[config.mk]
export PLATFORM = sky130hd
export DESIGN_NAME = stride_phase_rearrange_addr
export DESIGN_NICKNAME = d
export VERILOG_FILES = /design/src/design/spra_pkg.sv /design/src/design/spra_cfg.sv /design/src/design/spra_idx.sv /design/src/design/spra_oreg.sv /design/src/design/stride_phase_rearrange_addr.sv
export VERILOG_INCLUDE_DIRS = /design/src /design/src/design
export SDC_FILE = /design/constraint.sdc
export NUM_CORES = 2
export LEC_CHECK = 0
export BUFFER_PORTS_ARGS = -buffer_cell sky130_fd_sc_hd__buf_2
export CAP_MARGIN = 30
export CORE_ASPECT_RATIO = 1.5
export CORE_MARGIN = 1
export CORE_UTILIZATION = 45
export CTS_BUF_LIST = sky130_fd_sc_hd__clkbuf_16
export CTS_CLUSTER_SIZE = 14
export DETAILED_ROUTE_END_ITERATION = 10
export PLACE_DENSITY_LB_ADDON = 0.12
export SETUP_SLACK_MARGIN = 0.3
export SLEW_MARGIN = 20
export SYNTH_ARGS = -nofsm -noshare
export SYNTH_HDL_FRONTEND = slang
export SYNTH_SLANG_ARGS = --single-unit
[constraint.sdc]
create_clock -name clk -period 9.9 [get_ports clk]
set_input_delay 0 -clock clk [delete_from_list [all_inputs] [get_ports clk]]
set_output_delay 0 -clock clk [all_outputs]
set_load 0.05 [all_outputs]
[src/design/assert_macros.svh]
// Assertion macros used by the design file stride_phase_rearrange_addr.
`ifndef ASSERT_MACROS_SVH
`define ASSERT_MACROS_SVH

// The consequent must hold in the same cycle as the antecedent.
`define ASSERT_IMPLY(label, clk, rst_n, ante, cons) \
	label: assert property (@(posedge clk) disable iff (!rst_n) (ante) |-> (cons)) \
		else $error("assertion failed");

// The consequent must hold in the cycle after the antecedent.
`define ASSERT_NEXT(label, clk, rst_n, ante, cons) \
	label: assert property (@(posedge clk) disable iff (!rst_n) (ante) |=> (cons)) \
		else $error("assertion failed");

`endif

[src/design/spra_pkg.sv]
package spra_pkg;

	localparam int MAX_STRIDE = 16;
	localparam int DIM_BITS = 12;
	localparam int INDEX_BITS = 32;

	localparam int STRIDE_BITS = $clog2(MAX_STRIDE + 1);
	localparam int PHASE_BITS = $clog2(MAX_STRIDE);
	localparam int BATCH_BITS = 8;
	localparam int CHAN_BITS = 10;
	localparam int BATCH_MAX = 1 << BATCH_BITS;
	localparam int CHAN_MAX = 1 << CHAN_BITS;
	localparam int DIM_MAX = 1 << DIM_BITS;

	localparam int CFG_INDEX_BITS = 3;
	localparam int CFG_DATA_BITS = 13;
	localparam int SAMPLE_BITS = 32;
	localparam int DEST_BITS = 32;

	localparam int MODE_REG_BITS = 1;
	localparam int STRIDE_REG_BITS = 5;
	localparam int BATCH_REG_BITS = 9;
	localparam int CHAN_REG_BITS = 11;
	localparam int DIM_REG_BITS = 13;

	typedef enum logic [CFG_INDEX_BITS-1:0] {
		REG_MODE,
		REG_STRIDE,
		REG_BATCH,
		REG_CHAN,
		REG_HEIGHT,
		REG_WIDTH
	} reg_idx_t;

	typedef struct packed {
		logic                  busy;
		logic [BATCH_BITS-1:0] n_last;
		logic [CHAN_BITS-1:0]  c_last;
		logic [DIM_BITS-1:0]   h_last;
		logic [DIM_BITS-1:0]   w_last;
		logic [PHASE_BITS-1:0] s_last;
		logic [INDEX_BITS-1:0] batch_step;
		logic [INDEX_BITS-1:0] chan_step;
		logic [INDEX_BITS-1:0] rreg_step;
		logic [INDEX_BITS-1:0] rphase_step;
		logic [INDEX_BITS-1:0] cphase_step;
	} geom_t;

	typedef struct packed {
		logic [INDEX_BITS-1:0]  idx;
		logic [SAMPLE_BITS-1:0] sample;
		logic                   done;
	} res_t;

endpackage

[src/design/spra_cfg.sv]
module spra_cfg (
	input  logic                                  clk,
	input  logic                                  arst_n,
	input  logic                                  cfg_we,
	input  logic [spra_pkg::CFG_INDEX_BITS-1:0]   cfg_index,
	input  logic [spra_pkg::CFG_DATA_BITS-1:0]    cfg_data,
	output spra_pkg::geom_t                       geom
);
	import spra_pkg::*;

	localparam int DIV_BITS = ((DIM_BITS > PHASE_BITS) ? DIM_BITS : PHASE_BITS) + 2;
	localparam int DIV_CNT_BITS = $clog2(DIV_BITS);
	localparam int REM_EXT = STRIDE_BITS + 1;

	typedef enum logic [3:0] {
		ST_IDLE,
		ST_LOAD,
		ST_DIV,
		ST_TOPH,
		ST_TOPW,
		ST_PLANE,
		ST_AREA,
		ST_CAREA,
		ST_SCAREA,
		ST_SSCAREA,
		ST_CPLANE,
		ST_RRTOPW
	} state_t;

	state_t                     state_q;
	logic [MODE_REG_BITS-1:0]   mode_q;
	logic [STRIDE_REG_BITS-1:0] stride_q;
	logic [BATCH_REG_BITS-1:0]  batch_q;
	logic [CHAN_REG_BITS-1:0]   chan_q;
	logic [DIM_REG_BITS-1:0]    height_q;
	logic [DIM_REG_BITS-1:0]    width_q;

	logic [DIV_BITS-1:0]        num_h_q, num_w_q;
	logic [STRIDE_BITS-1:0]     rem_h_q, rem_w_q;
	logic [DIV_CNT_BITS-1:0]    div_cnt_q;
	logic [INDEX_BITS-1:0]      top_h_q, top_w_q, plane_q, area_q, carea_q;
	logic [INDEX_BITS-1:0]      scarea_q, sscarea_q, cplane_q, rrtopw_q;

	logic [STRIDE_BITS-1:0]     eff_s;
	logic [BATCH_BITS:0]        eff_n;
	logic [CHAN_BITS:0]         eff_c;
	logic [DIM_BITS:0]          eff_h, eff_w;
	logic [DIV_BITS-1:0]        dvd_h, dvd_w;
	logic [REM_EXT-1:0]         t_h, t_w, sub_h, sub_w;
	logic                       ge_h, ge_w;
	logic [INDEX_BITS-1:0]      rr_x, rc_x, s_x, c_x;
	logic [INDEX_BITS-1:0]      mul_a, mul_b, mul_p;
	logic                       cfg_hit;

	always_comb begin
		if (32'(stride_q) < 2) begin
			eff_s = STRIDE_BITS'(2);
		end else if (32'(stride_q) > MAX_STRIDE) begin
			eff_s = STRIDE_BITS'(MAX_STRIDE);
		end else begin
			eff_s = STRIDE_BITS'(stride_q);
		end
		if (batch_q == '0) begin
			eff_n = (BATCH_BITS+1)'(1);
		end else if (32'(batch_q) > BATCH_MAX) begin
			eff_n = (BATCH_BITS+1)'(BATCH_MAX);
		end else begin
			eff_n = (BATCH_BITS+1)'(batch_q);
		end
		if (chan_q == '0) begin
			eff_c = (CHAN_BITS+1)'(1);
		end else if (32'(chan_q) > CHAN_MAX) begin
			eff_c = (CHAN_BITS+1)'(CHAN_MAX);
		end else begin
			eff_c = (CHAN_BITS+1)'(chan_q);
		end
		if (height_q == '0) begin
			eff_h = (DIM_BITS+1)'(1);
		end else if (32'(height_q) > DIM_MAX) begin
			eff_h = (DIM_BITS+1)'(DIM_MAX);
		end else begin
			eff_h = (DIM_BITS+1)'(height_q);
		end
		if (width_q == '0) begin
			eff_w = (DIM_BITS+1)'(1);
		end else if (32'(width_q) > DIM_MAX) begin
			eff_w = (DIM_BITS+1)'(DIM_MAX);
		end else begin
			eff_w = (DIM_BITS+1)'(width_q);
		end
	end

	assign dvd_h = DIV_BITS'(eff_h) + DIV_BITS'(eff_s) - DIV_BITS'(1);
	assign dvd_w = DIV_BITS'(eff_w) + DIV_BITS'(eff_s) - DIV_BITS'(1);

	assign t_h = {rem_h_q, num_h_q[DIV_BITS-1]};
	assign t_w = {rem_w_q, num_w_q[DIV_BITS-1]};
	assign ge_h = t_h >= REM_EXT'(eff_s);
	assign ge_w = t_w >= REM_EXT'(eff_s);
	assign sub_h = t_h - REM_EXT'(eff_s);
	assign sub_w = t_w - REM_EXT'(eff_s);

	assign rr_x = INDEX_BITS'(num_h_q[DIM_BITS-1:0]);
	assign rc_x = INDEX_BITS'(num_w_q[DIM_BITS-1:0]);
	assign s_x = INDEX_BITS'(eff_s);
	assign c_x = INDEX_BITS'(eff_c);

	always_comb begin
		unique case (state_q)
			ST_TOPH: begin
				mul_a = rr_x;
				mul_b = s_x;
			end
			ST_TOPW: begin
				mul_a = rc_x;
				mul_b = s_x;
			end
			ST_PLANE: begin
				mul_a = top_h_q;
				mul_b = top_w_q;
			end
			ST_AREA: begin
				mul_a = rr_x;
				mul_b = rc_x;
			end
			ST_CAREA: begin
				mul_a = c_x;
				mul_b = area_q;
			end
			ST_SCAREA: begin
				mul_a = s_x;
				mul_b = carea_q;
			end
			ST_SSCAREA: begin
				mul_a = s_x;
				mul_b = scarea_q;
			end
			ST_CPLANE: begin
				mul_a = c_x;
				mul_b = plane_q;
			end
			ST_RRTOPW: begin
				mul_a = rr_x;
				mul_b = top_w_q;
			end
			default: begin
				mul_a = '0;
				mul_b = '0;
			end
		endcase
	end

	assign mul_p = INDEX_BITS'(mul_a * mul_b);
	assign cfg_hit = cfg_we && (cfg_index <= REG_WIDTH);

	always_ff @(posedge clk or negedge arst_n) begin
		if (!arst_n) begin
			state_q   <= ST_LOAD;
			mode_q    <= '0;
			stride_q  <= STRIDE_REG_BITS'(2);
			batch_q   <= BATCH_REG_BITS'(1);
			chan_q    <= CHAN_REG_BITS'(1);
			height_q  <= DIM_REG_BITS'(1);
			width_q   <= DIM_REG_BITS'(1);
			num_h_q   <= '0;
			num_w_q   <= '0;
			rem_h_q   <= '0;
			rem_w_q   <= '0;
			div_cnt_q <= '0;
			top_h_q   <= '0;
			top_w_q   <= '0;
			plane_q   <= '0;
			area_q    <= '0;
			carea_q   <= '0;
			scarea_q  <= '0;
			sscarea_q <= '0;
			cplane_q  <= '0;
			rrtopw_q  <= '0;
		end else begin
			if (cfg_we) begin
				unique case (cfg_index)
					REG_MODE:   mode_q <= cfg_data[MODE_REG_BITS-1:0];
					REG_STRIDE: stride_q <= cfg_data[STRIDE_REG_BITS-1:0];
					REG_BATCH:  batch_q <= cfg_data[BATCH_REG_BITS-1:0];
					REG_CHAN:   chan_q <= cfg_data[CHAN_REG_BITS-1:0];
					REG_HEIGHT: height_q <= cfg_data[DIM_REG_BITS-1:0];
					REG_WIDTH:  width_q <= cfg_data[DIM_REG_BITS-1:0];
					default: begin
					end
				endcase
			end
			if (cfg_hit) begin
				state_q <= ST_LOAD;
			end else begin
				unique case (state_q)
					ST_IDLE: begin
					end
					ST_LOAD: begin
						num_h_q   <= dvd_h;
						num_w_q   <= dvd_w;
						rem_h_q   <= '0;
						rem_w_q   <= '0;
						div_cnt_q <= '0;
						state_q   <= ST_DIV;
					end
					ST_DIV: begin
						num_h_q <= {num_h_q[DIV_BITS-2:0], ge_h};
						num_w_q <= {num_w_q[DIV_BITS-2:0], ge_w};
						rem_h_q <= ge_h ? sub_h[STRIDE_BITS-1:0] : t_h[STRIDE_BITS-1:0];
						rem_w_q <= ge_w ? sub_w[STRIDE_BITS-1:0] : t_w[STRIDE_BITS-1:0];
						if (div_cnt_q == DIV_CNT_BITS'(DIV_BITS - 1)) begin
							state_q <= ST_TOPH;
						end else begin
							div_cnt_q <= div_cnt_q + DIV_CNT_BITS'(1);
						end
					end
					ST_TOPH: begin
						top_h_q <= mul_p;
						state_q <= ST_TOPW;
					end
					ST_TOPW: begin
						top_w_q <= mul_p;
						state_q <= ST_PLANE;
					end
					ST_PLANE: begin
						plane_q <= mul_p;
						state_q <= ST_AREA;
					end
					ST_AREA: begin
						area_q  <= mul_p;
						state_q <= ST_CAREA;
					end
					ST_CAREA: begin
						carea_q <= mul_p;
						state_q <= ST_SCAREA;
					end
					ST_SCAREA: begin
						scarea_q <= mul_p;
						state_q  <= ST_SSCAREA;
					end
					ST_SSCAREA: begin
						sscarea_q <= mul_p;
						state_q   <= ST_CPLANE;
					end
					ST_CPLANE: begin
						cplane_q <= mul_p;
						state_q  <= ST_RRTOPW;
					end
					ST_RRTOPW: begin
						rrtopw_q <= mul_p;
						state_q  <= ST_IDLE;
					end
					default: state_q <= ST_LOAD;
				endcase
			end
		end
	end

	always_comb begin
		geom.busy   = state_q != ST_IDLE;
		geom.n_last = BATCH_BITS'(eff_n - (BATCH_BITS+1)'(1));
		geom.c_last = CHAN_BITS'(eff_c - (CHAN_BITS+1)'(1));
		geom.h_last = DIM_BITS'(eff_h - (DIM_BITS+1)'(1));
		geom.w_last = DIM_BITS'(eff_w - (DIM_BITS+1)'(1));
		geom.s_last = PHASE_BITS'(eff_s - STRIDE_BITS'(1));
		if (mode_q[0]) begin
			geom.batch_step  = sscarea_q;
			geom.chan_step   = area_q;
			geom.rreg_step   = rc_x;
			geom.rphase_step = scarea_q;
			geom.cphase_step = carea_q;
		end else begin
			geom.batch_step  = cplane_q;
			geom.chan_step   = plane_q;
			geom.rreg_step   = top_w_q;
			geom.rphase_step = rrtopw_q;
			geom.cphase_step = rc_x;
		end
	end

endmodule

[src/design/spra_idx.sv]
module spra_idx (
	input  logic                               clk,
	input  logic                               arst_n,
	input  spra_pkg::geom_t                    geom,
	input  logic                               elem_valid,
	output logic                               elem_ready,
	input  logic [spra_pkg::SAMPLE_BITS-1:0]   sample,
	input  logic                               restart,
	input  logic                               s1_take,
	output logic                               s1_valid,
	output spra_pkg::res_t                     s1_res
);
	import spra_pkg::*;

	logic                  valid_s1;
	res_t                  res_s1;
	logic                  accept;

	logic [BATCH_BITS-1:0] batch_q, batch_c, batch_n;
	logic [CHAN_BITS-1:0]  chan_q, chan_c, chan_n;
	logic [DIM_BITS-1:0]   row_q, row_c, row_n;
	logic [DIM_BITS-1:0]   col_q, col_c, col_n;
	logic [PHASE_BITS-1:0] rphase_q, rphase_c, rphase_n;
	logic [PHASE_BITS-1:0] cphase_q, cphase_c, cphase_n;
	logic [DIM_BITS-1:0]   creg_q, creg_c, creg_n;
	logic [INDEX_BITS-1:0] bat_off_q, bat_off_c, bat_off_n;
	logic [INDEX_BITS-1:0] chan_off_q, chan_off_c, chan_off_n;
	logic [INDEX_BITS-1:0] rreg_off_q, rreg_off_c, rreg_off_n;
	logic [INDEX_BITS-1:0] row_off_q, row_off_c, row_off_n;
	logic [INDEX_BITS-1:0] col_off_q, col_off_c, col_off_n;
	logic [INDEX_BITS-1:0] idx;
	logic                  done;

	assign elem_ready = !geom.busy && (!valid_s1 || s1_take);
	assign accept = elem_valid && elem_ready;

	// A restart places the element as though all counters were cleared.
	always_comb begin
		batch_c    = restart ? '0 : batch_q;
		chan_c     = restart ? '0 : chan_q;
		row_c      = restart ? '0 : row_q;
		col_c      = restart ? '0 : col_q;
		rphase_c   = restart ? '0 : rphase_q;
		cphase_c   = restart ? '0 : cphase_q;
		creg_c     = restart ? '0 : creg_q;
		bat_off_c  = restart ? '0 : bat_off_q;
		chan_off_c = restart ? '0 : chan_off_q;
		rreg_off_c = restart ? '0 : rreg_off_q;
		row_off_c  = restart ? '0 : row_off_q;
		col_off_c  = restart ? '0 : col_off_q;
	end

	assign idx = bat_off_c + chan_off_c + row_off_c + col_off_c;
	assign done = (batch_c == geom.n_last) && (chan_c == geom.c_last) &&
		(row_c == geom.h_last) && (col_c == geom.w_last);

	always_comb begin
		batch_n    = batch_c;
		chan_n     = chan_c;
		row_n      = row_c;
		col_n      = col_c;
		rphase_n   = rphase_c;
		cphase_n   = cphase_c;
		creg_n     = creg_c;
		bat_off_n  = bat_off_c;
		chan_off_n = chan_off_c;
		rreg_off_n = rreg_off_c;
		row_off_n  = row_off_c;
		col_off_n  = col_off_c;
		if (col_c != geom.w_last) begin
			col_n = col_c + DIM_BITS'(1);
			if (cphase_c == geom.s_last) begin
				cphase_n  = '0;
				creg_n    = creg_c + DIM_BITS'(1);
				col_off_n = INDEX_BITS'(creg_c) + INDEX_BITS'(1);
			end else begin
				cphase_n  = cphase_c + PHASE_BITS'(1);
				col_off_n = col_off_c + geom.cphase_step;
			end
		end else begin
			col_n     = '0;
			cphase_n  = '0;
			creg_n    = '0;
			col_off_n = '0;
			if (row_c != geom.h_last) begin
				row_n = row_c + DIM_BITS'(1);
				if (rphase_c == geom.s_last) begin
					rphase_n   = '0;
					rreg_off_n = rreg_off_c + geom.rreg_step;
					row_off_n  = rreg_off_c + geom.rreg_step;
				end else begin
					rphase_n  = rphase_c + PHASE_BITS'(1);
					row_off_n = row_off_c + geom.rphase_step;
				end
			end else begin
				row_n      = '0;
				rphase_n   = '0;
				rreg_off_n = '0;
				row_off_n  = '0;
				if (chan_c != geom.c_last) begin
					chan_n     = chan_c + CHAN_BITS'(1);
					chan_off_n = chan_off_c + geom.chan_step;
				end else begin
					chan_n     = '0;
					chan_off_n = '0;
					if (batch_c != geom.n_last) begin
						batch_n   = batch_c + BATCH_BITS'(1);
						bat_off_n = bat_off_c + geom.batch_step;
					end else begin
						batch_n   = '0;
						bat_off_n = '0;
					end
				end
			end
		end
	end

	always_ff @(posedge clk or negedge arst_n) begin
		if (!arst_n) begin
			valid_s1   <= 1'b0;
			batch_q    <= '0;
			chan_q     <= '0;
			row_q      <= '0;
			col_q      <= '0;
			rphase_q   <= '0;
			cphase_q   <= '0;
			creg_q     <= '0;
			bat_off_q  <= '0;
			chan_off_q <= '0;
			rreg_off_q <= '0;
			row_off_q  <= '0;
			col_off_q  <= '0;
		end else begin
			if (accept) begin
				valid_s1 <= 1'b1;
			end else if (s1_take) begin
				valid_s1 <= 1'b0;
			end
			if (geom.busy) begin
				batch_q    <= '0;
				chan_q     <= '0;
				row_q      <= '0;
				col_q      <= '0;
				rphase_q   <= '0;
				cphase_q   <= '0;
				creg_q     <= '0;
				bat_off_q  <= '0;
				chan_off_q <= '0;
				rreg_off_q <= '0;
				row_off_q  <= '0;
				col_off_q  <= '0;
			end else if (accept) begin
				batch_q    <= batch_n;
				chan_q     <= chan_n;
				row_q      <= row_n;
				col_q      <= col_n;
				rphase_q   <= rphase_n;
				cphase_q   <= cphase_n;
				creg_q     <= creg_n;
				bat_off_q  <= bat_off_n;
				chan_off_q <= chan_off_n;
				rreg_off_q <= rreg_off_n;
				row_off_q  <= row_off_n;
				col_off_q  <= col_off_n;
			end
		end
	end

	always_ff @(posedge clk) begin
		if (accept) begin
			res_s1.idx    <= idx;
			res_s1.sample <= sample;
			res_s1.done   <= done;
		end
	end

	assign s1_valid = valid_s1;
	assign s1_res = res_s1;

endmodule

[src/design/spra_oreg.sv]
module spra_oreg (
	input  logic            clk,
	input  logic            arst_n,
	input  logic            s1_valid,
	input  spra_pkg::res_t  s1_res,
	output logic            s1_take,
	output logic            result_valid,
	input  logic            result_ready,
	output spra_pkg::res_t  result
);
	import spra_pkg::*;

	logic valid_s2;
	res_t res_s2;

	assign s1_take = s1_valid && (!valid_s2 || result_ready);

	always_ff @(posedge clk or negedge arst_n) begin
		if (!arst_n) begin
			valid_s2 <= 1'b0;
		end else if (s1_take) begin
			valid_s2 <= 1'b1;
		end else if (result_ready) begin
			valid_s2 <= 1'b0;
		end
	end

	always_ff @(posedge clk) begin
		if (s1_take) begin
			res_s2 <= s1_res;
		end
	end

	assign result_valid = valid_s2;
	assign result = res_s2;

endmodule

[src/design/stride_phase_rearrange_addr.sv]
// Stride-phase rearrangement address generator.
// Tensor elements enter on the elem channel (sample, restart) in raster order, one
// transfer per element. Each element leaves on the result channel with its
// destination index in the rearranged tensor and a flag on the last element.
// Restart high on a transfer makes that element the first of a new tensor.
// Registers are written through cfg_we, cfg_index and cfg_data. After reset and
// after every write to a known register, a setup pass computes the region sizes
// (a shift-subtract divider) and the index strides (nine products on one
// shared multiplier); elem_ready stays low meanwhile and the position
// counters are cleared. Once set up, the block takes one element per cycle
// while the results are taken. Each element passes through a stage register
// and then the result register, which drives result_valid. The two registers
// hold two elements, so while the receiver stalls elements are taken only
// until both are full; after that elem_ready drops until result_ready returns.
module stride_phase_rearrange_addr (
	input  logic                                clk,
	input  logic                                arst_n,
	input  logic                                elem_valid,
	output logic                                elem_ready,
	input  logic [spra_pkg::SAMPLE_BITS-1:0]    sample,
	input  logic                                restart,
	output logic                                result_valid,
	input  logic                                result_ready,
	output logic [spra_pkg::DEST_BITS-1:0]      dest_index,
	output logic [spra_pkg::SAMPLE_BITS-1:0]    sample_out,
	output logic                                tensor_done,
	input  logic                                cfg_we,
	input  logic [spra_pkg::CFG_INDEX_BITS-1:0] cfg_index,
	input  logic [spra_pkg::CFG_DATA_BITS-1:0]  cfg_data
);
	import spra_pkg::*;

	`include "assert_macros.svh"

	geom_t geom;
	logic  s1_valid;
	res_t  s1_res;
	logic  s1_take;
	res_t  result;
	logic  restart_take;

	spra_cfg u_cfg (
		.clk       (clk),
		.arst_n    (arst_n),
		.cfg_we    (cfg_we),
		.cfg_index (cfg_index),
		.cfg_data  (cfg_data),
		.geom      (geom)
	);

	spra_idx u_idx (
		.clk        (clk),
		.arst_n     (arst_n),
		.geom       (geom),
		.elem_valid (elem_valid),
		.elem_ready (elem_ready),
		.sample     (sample),
		.restart    (restart),
		.s1_take    (s1_take),
		.s1_valid   (s1_valid),
		.s1_res     (s1_res)
	);

	spra_oreg u_oreg (
		.clk          (clk),
		.arst_n       (arst_n),
		.s1_valid     (s1_valid),
		.s1_res       (s1_res),
		.s1_take      (s1_take),
		.result_valid (result_valid),
		.result_ready (result_ready),
		.result       (result)
	);

	assign dest_index = DEST_BITS'(result.idx);
	assign sample_out = result.sample;
	assign tensor_done = result.done;

	assign restart_take = elem_valid && elem_ready && restart;

	`ASSERT_IMPLY(a_no_transfer_in_setup, clk, arst_n, elem_valid && elem_ready, !geom.busy)
	`ASSERT_NEXT(a_write_starts_setup, clk, arst_n, cfg_we && (cfg_index <= REG_WIDTH), !elem_ready)
	`ASSERT_NEXT(a_restart_index_zero, clk, arst_n, restart_take, s1_valid && (s1_res.idx == '0))

endmodule

==> flow_metrics.tcl <==
set metrics [dict create \
    place_inst 8483 \
    cts_buffer_depth 3 \
    fin_tns_setup_ns 0 \
    clkTransAtPathRegs_ns 0.07 \
    post-route-period-util_pct 93.22 \
    postRouteWirelength_mm 219.1 \
    worstSetupStartpointType "register" \
    final_area_mm2 0.06906 \
    grt_pass1_vias 50771 \
    ys_types 96 \
    drc 0 \
    mostFrequentLayoutCells "nand2_1, inv_1, dfrtp_1, o21ai_0, fa_1" \
    drt_iter0_drc 3511 \
    cp.arrival_ns 9.78 \
    regToRegSetupSlack_ns 0.67 \
    ys_async_sr_fraction_pct 82.43 \
    max_slew.worst_pin.slew_ns 1.093 \
    crit_top_cell "fa_1" \
    synth.top_cell.area_share_pct 24.44 \
    synth_top_cell_by_area "dfrtp_1" \
    die-area_mm2 0.1390 \
    cts_tree "built" \
    p_leak_nw 32.57 \
    ys_top_cells_by_area "dfrtp_1, fa_1, ha_1" \
    cts-root-buf "clkbuf_16" \
    antenna_found_initial 7 \
    place_area_mm2 0.06534 \
    die_y_um 456.1 \
    final_util_pct 50.61 \
    postSynthNetCount 7625 \
    drtAntennaViolNets 0 \
    hold_viol_final 0 \
    grt_pass1_wl_mm 327.0 \
    numCtsBuffers 82 \
    wire_per_inst_um 25.10 \
    min_period_ns 9.228 \
    coreArea_mm2 0.1365 \
    rsz0062_at_grt "false" \
    final_nets 7817 \
    start_util_pct 45.33 \
    via_per_inst 5.715 \
    status "finished clean" \
    rows 166 \
    synth-edff-count 130 \
    crit_path_max_incr_delay_ns 0.75 \
    relSlewSlack_pct 26.89 \
    track_usage_pct 31.61 \
    stdcell_count 8730 \
    ys_ff_latch 740 \
    die_w_um 304.7 \
    drv_slew 0 \
    layout_commonest_cell "nand2_1" \
    synth_flop_cell "dfrtp_1" \
    ir_worst_vdd_v 0.0001841 \
    vias 49895 \
    syn_avg_cell_area_um2 9.226 \
    final_layout_size_suffix_gt1_share_pct 10.86 \
    gp_congestion 0.9702 \
    cts-htree-levels 3 \
    whs_path_depth 2 \
    syn_to_final_growth_pct 11.66 \
    cts.sinks 740 \
    clk_latency_ns 0.70 \
    port_buffers 120 \
    setup_viol 0 \
    cap_viol_max_count 0 \
    timing.rr.end "u_cfg.rrtopw_q[31]" \
    worst_hold_path.endpoint "u_idx.s1_res[32]" \
    grt-ovfl-total 0 \
    clock_skew_ns 0.02961 \
    nFillCells 12834 \
    synth_cells 6704 \
    synth_warnings 0 \
    worst-path-max-fanout 16 \
    min_path_type "in -> reg" \
    ios 121 \
    grt_max_degree 157 \
    worstReg2RegStart "u_cfg.state_q[3]" \
    powerDensity_mw_per_mm2 152.2 \
    firstDrtPassIters 6 \
    worstSetupEndpointType "register" \
    synth_area_mm2 0.06185 \
    crit_slowest_cell "a221oi_2" \
    critPathKind "reg -> reg" \
    worstPathRequired_ns 10.45 \
    ff2ff_path_depth 32 \
    min-delay-start "sample[31]" \
    dp_hpwl_mm 170.0 \
    max_freq_ghz 0.1084 \
    ys_seq_area_share_pct 31.00 \
]
cells in the mapped netlist (18+ instances only):
master    instances
a21oi_1         272
o21ai_0         577
fa_1            479
nand3_1          94
ha_1            388
edfxtp_1        130
clkbuf_1        270
o31ai_1          41
mux2_2          205
a211o_1          18
and2_1           56
xor2_1          101
o211ai_1         23
o21bai_1         49
a22oi_1          37
nor3_1           53
buf_2            20
inv_1           654
a31oi_1          32
nand2_1         936
and3_1           61
or3_1            24
nor2b_1         253
dfrtp_1         604
nand4_1          25
o21a_1           51
nand2b_1         40
a21o_1          110
a22o_1           66
mux2i_1          40
xnor2_1         244
a211oi_1         27
nor2_1          431
or2_2            18
layout make-up:
class                           count  area (um^2)  area share, %
Timing Repair Buffer              413         3267          4.730
Sequential cell                   740        19180          27.77
Tap cell                         1764         2207          3.196
Clock inverter                     68        605.6         0.8769
Multi-Input combinational cell   5003        39250          56.84
Inverter                          656         2464          3.567
Antenna cell                        3        7.507        0.01087
Clock buffer                       83         2077          3.007
metrics by stage:
step / power (mW) / setup WS, ns / hold WS [ns]
floorplan: 5.984 / 0.9359 / -0.2956
global route: 10.98 / 0.3011 / 0.02777
detailed placement: 7.365 / 0.4006 / -0.03179
global placement: 7.313 / 0.5118 / -0.02789
finish: 10.51 / 0.6715 / 0.04597
CTS: 10.56 / 0.4149 / 0.0003865
layer usage:
metal | wire [um] | global-route usage, % | up-vias
li1 | - | - | 22982
met1 | 85190 | 37.57 | 24923
met2 | 108300 | 54.78 | 1501
met3 | 10350 | 3.498 | 487
met4 | 15300 | 19.22 | 2
met5 | 12 | 0 | -
where the power goes:
| part | internal (mW) | total (mW) | switching (mW) |
|---|---|---|---|
| Sequential | 3.48 | 3.83 | 0.347 |
| Combinational | 1.09 | 3.56 | 2.47 |
| Clock | 1.73 | 3.13 | 1.40 |
timing repair:
action | 4_1_cts | 5_1_grt
endpoints found under the setup margin | 0 | 63
hold endpoints to repair | 376 | 0
hold buffers | 90 | 0
gates resized for setup | 0 | 16
setup buffers | 0 | 0
cell families after synthesis:
| logic type | synth area share, % |
|---|---|
| simple gates | 15.36 |
| compound gates | 14.87 |
| buf+inv | 5.921 |
| fa+ha+maj | 23.35 |
| flops | 31.00 |
| xor+xnor | 5.084 |
| mux | 4.404 |
how the worst max path moves through the flow:
stage,startpoint,endpoint,cells past startpoint
global route,u_cfg.state_q[3],u_cfg.area_q[31],33
finish,u_cfg.state_q[3],u_cfg.rrtopw_q[31],32
detailed placement,u_cfg.state_q[2],u_cfg.plane_q[30],31
global placement,u_cfg.state_q[2],u_cfg.top_w_q[30],32
CTS,u_cfg.state_q[2],u_cfg.scarea_q[30],31
floorplan,u_cfg.state_q[3],u_cfg.area_q[30],36
critical path: cells and delay by family (launching register included):
| family | cells | cell delay (ns) |
|---|---|---|
| DFF | 1 | 0.37 |
| adders and majority gates | 10 | 3.80 |
| xor gates and xnor gates | 1 | 0.21 |
| and+or+nand+nor | 2 | 0.48 |
| AOI/OAI and AO/OA | 12 | 3.34 |
| buffers and inverters | 7 | 0.87 |
flip-flops by register name, indices dropped and copies added, names as in the netlist, 12 cells and up:
register,count
u_cfg.carea_q,32
u_idx.col_off_q,32
u_cfg.top_w_q,32
u_cfg.num_w_q,14
u_idx.bat_off_q,32
u_cfg.area_q,32
u_cfg.width_q,13
u_cfg.top_h_q,32
u_cfg.rrtopw_q,32
u_cfg.sscarea_q,32
u_cfg.plane_q,32
u_idx.chan_off_q,32
u_idx.rreg_off_q,32
u_idx.s1_res,65
u_idx.row_off_q,32
u_cfg.scarea_q,32
u_idx.creg_q,12
u_cfg.height_q,13
u_cfg.cplane_q,32
u_oreg.result,65
u_idx.col_q,12
u_idx.row_q,12
u_cfg.num_h_q,14
Power figures use the tool's default switching activity.
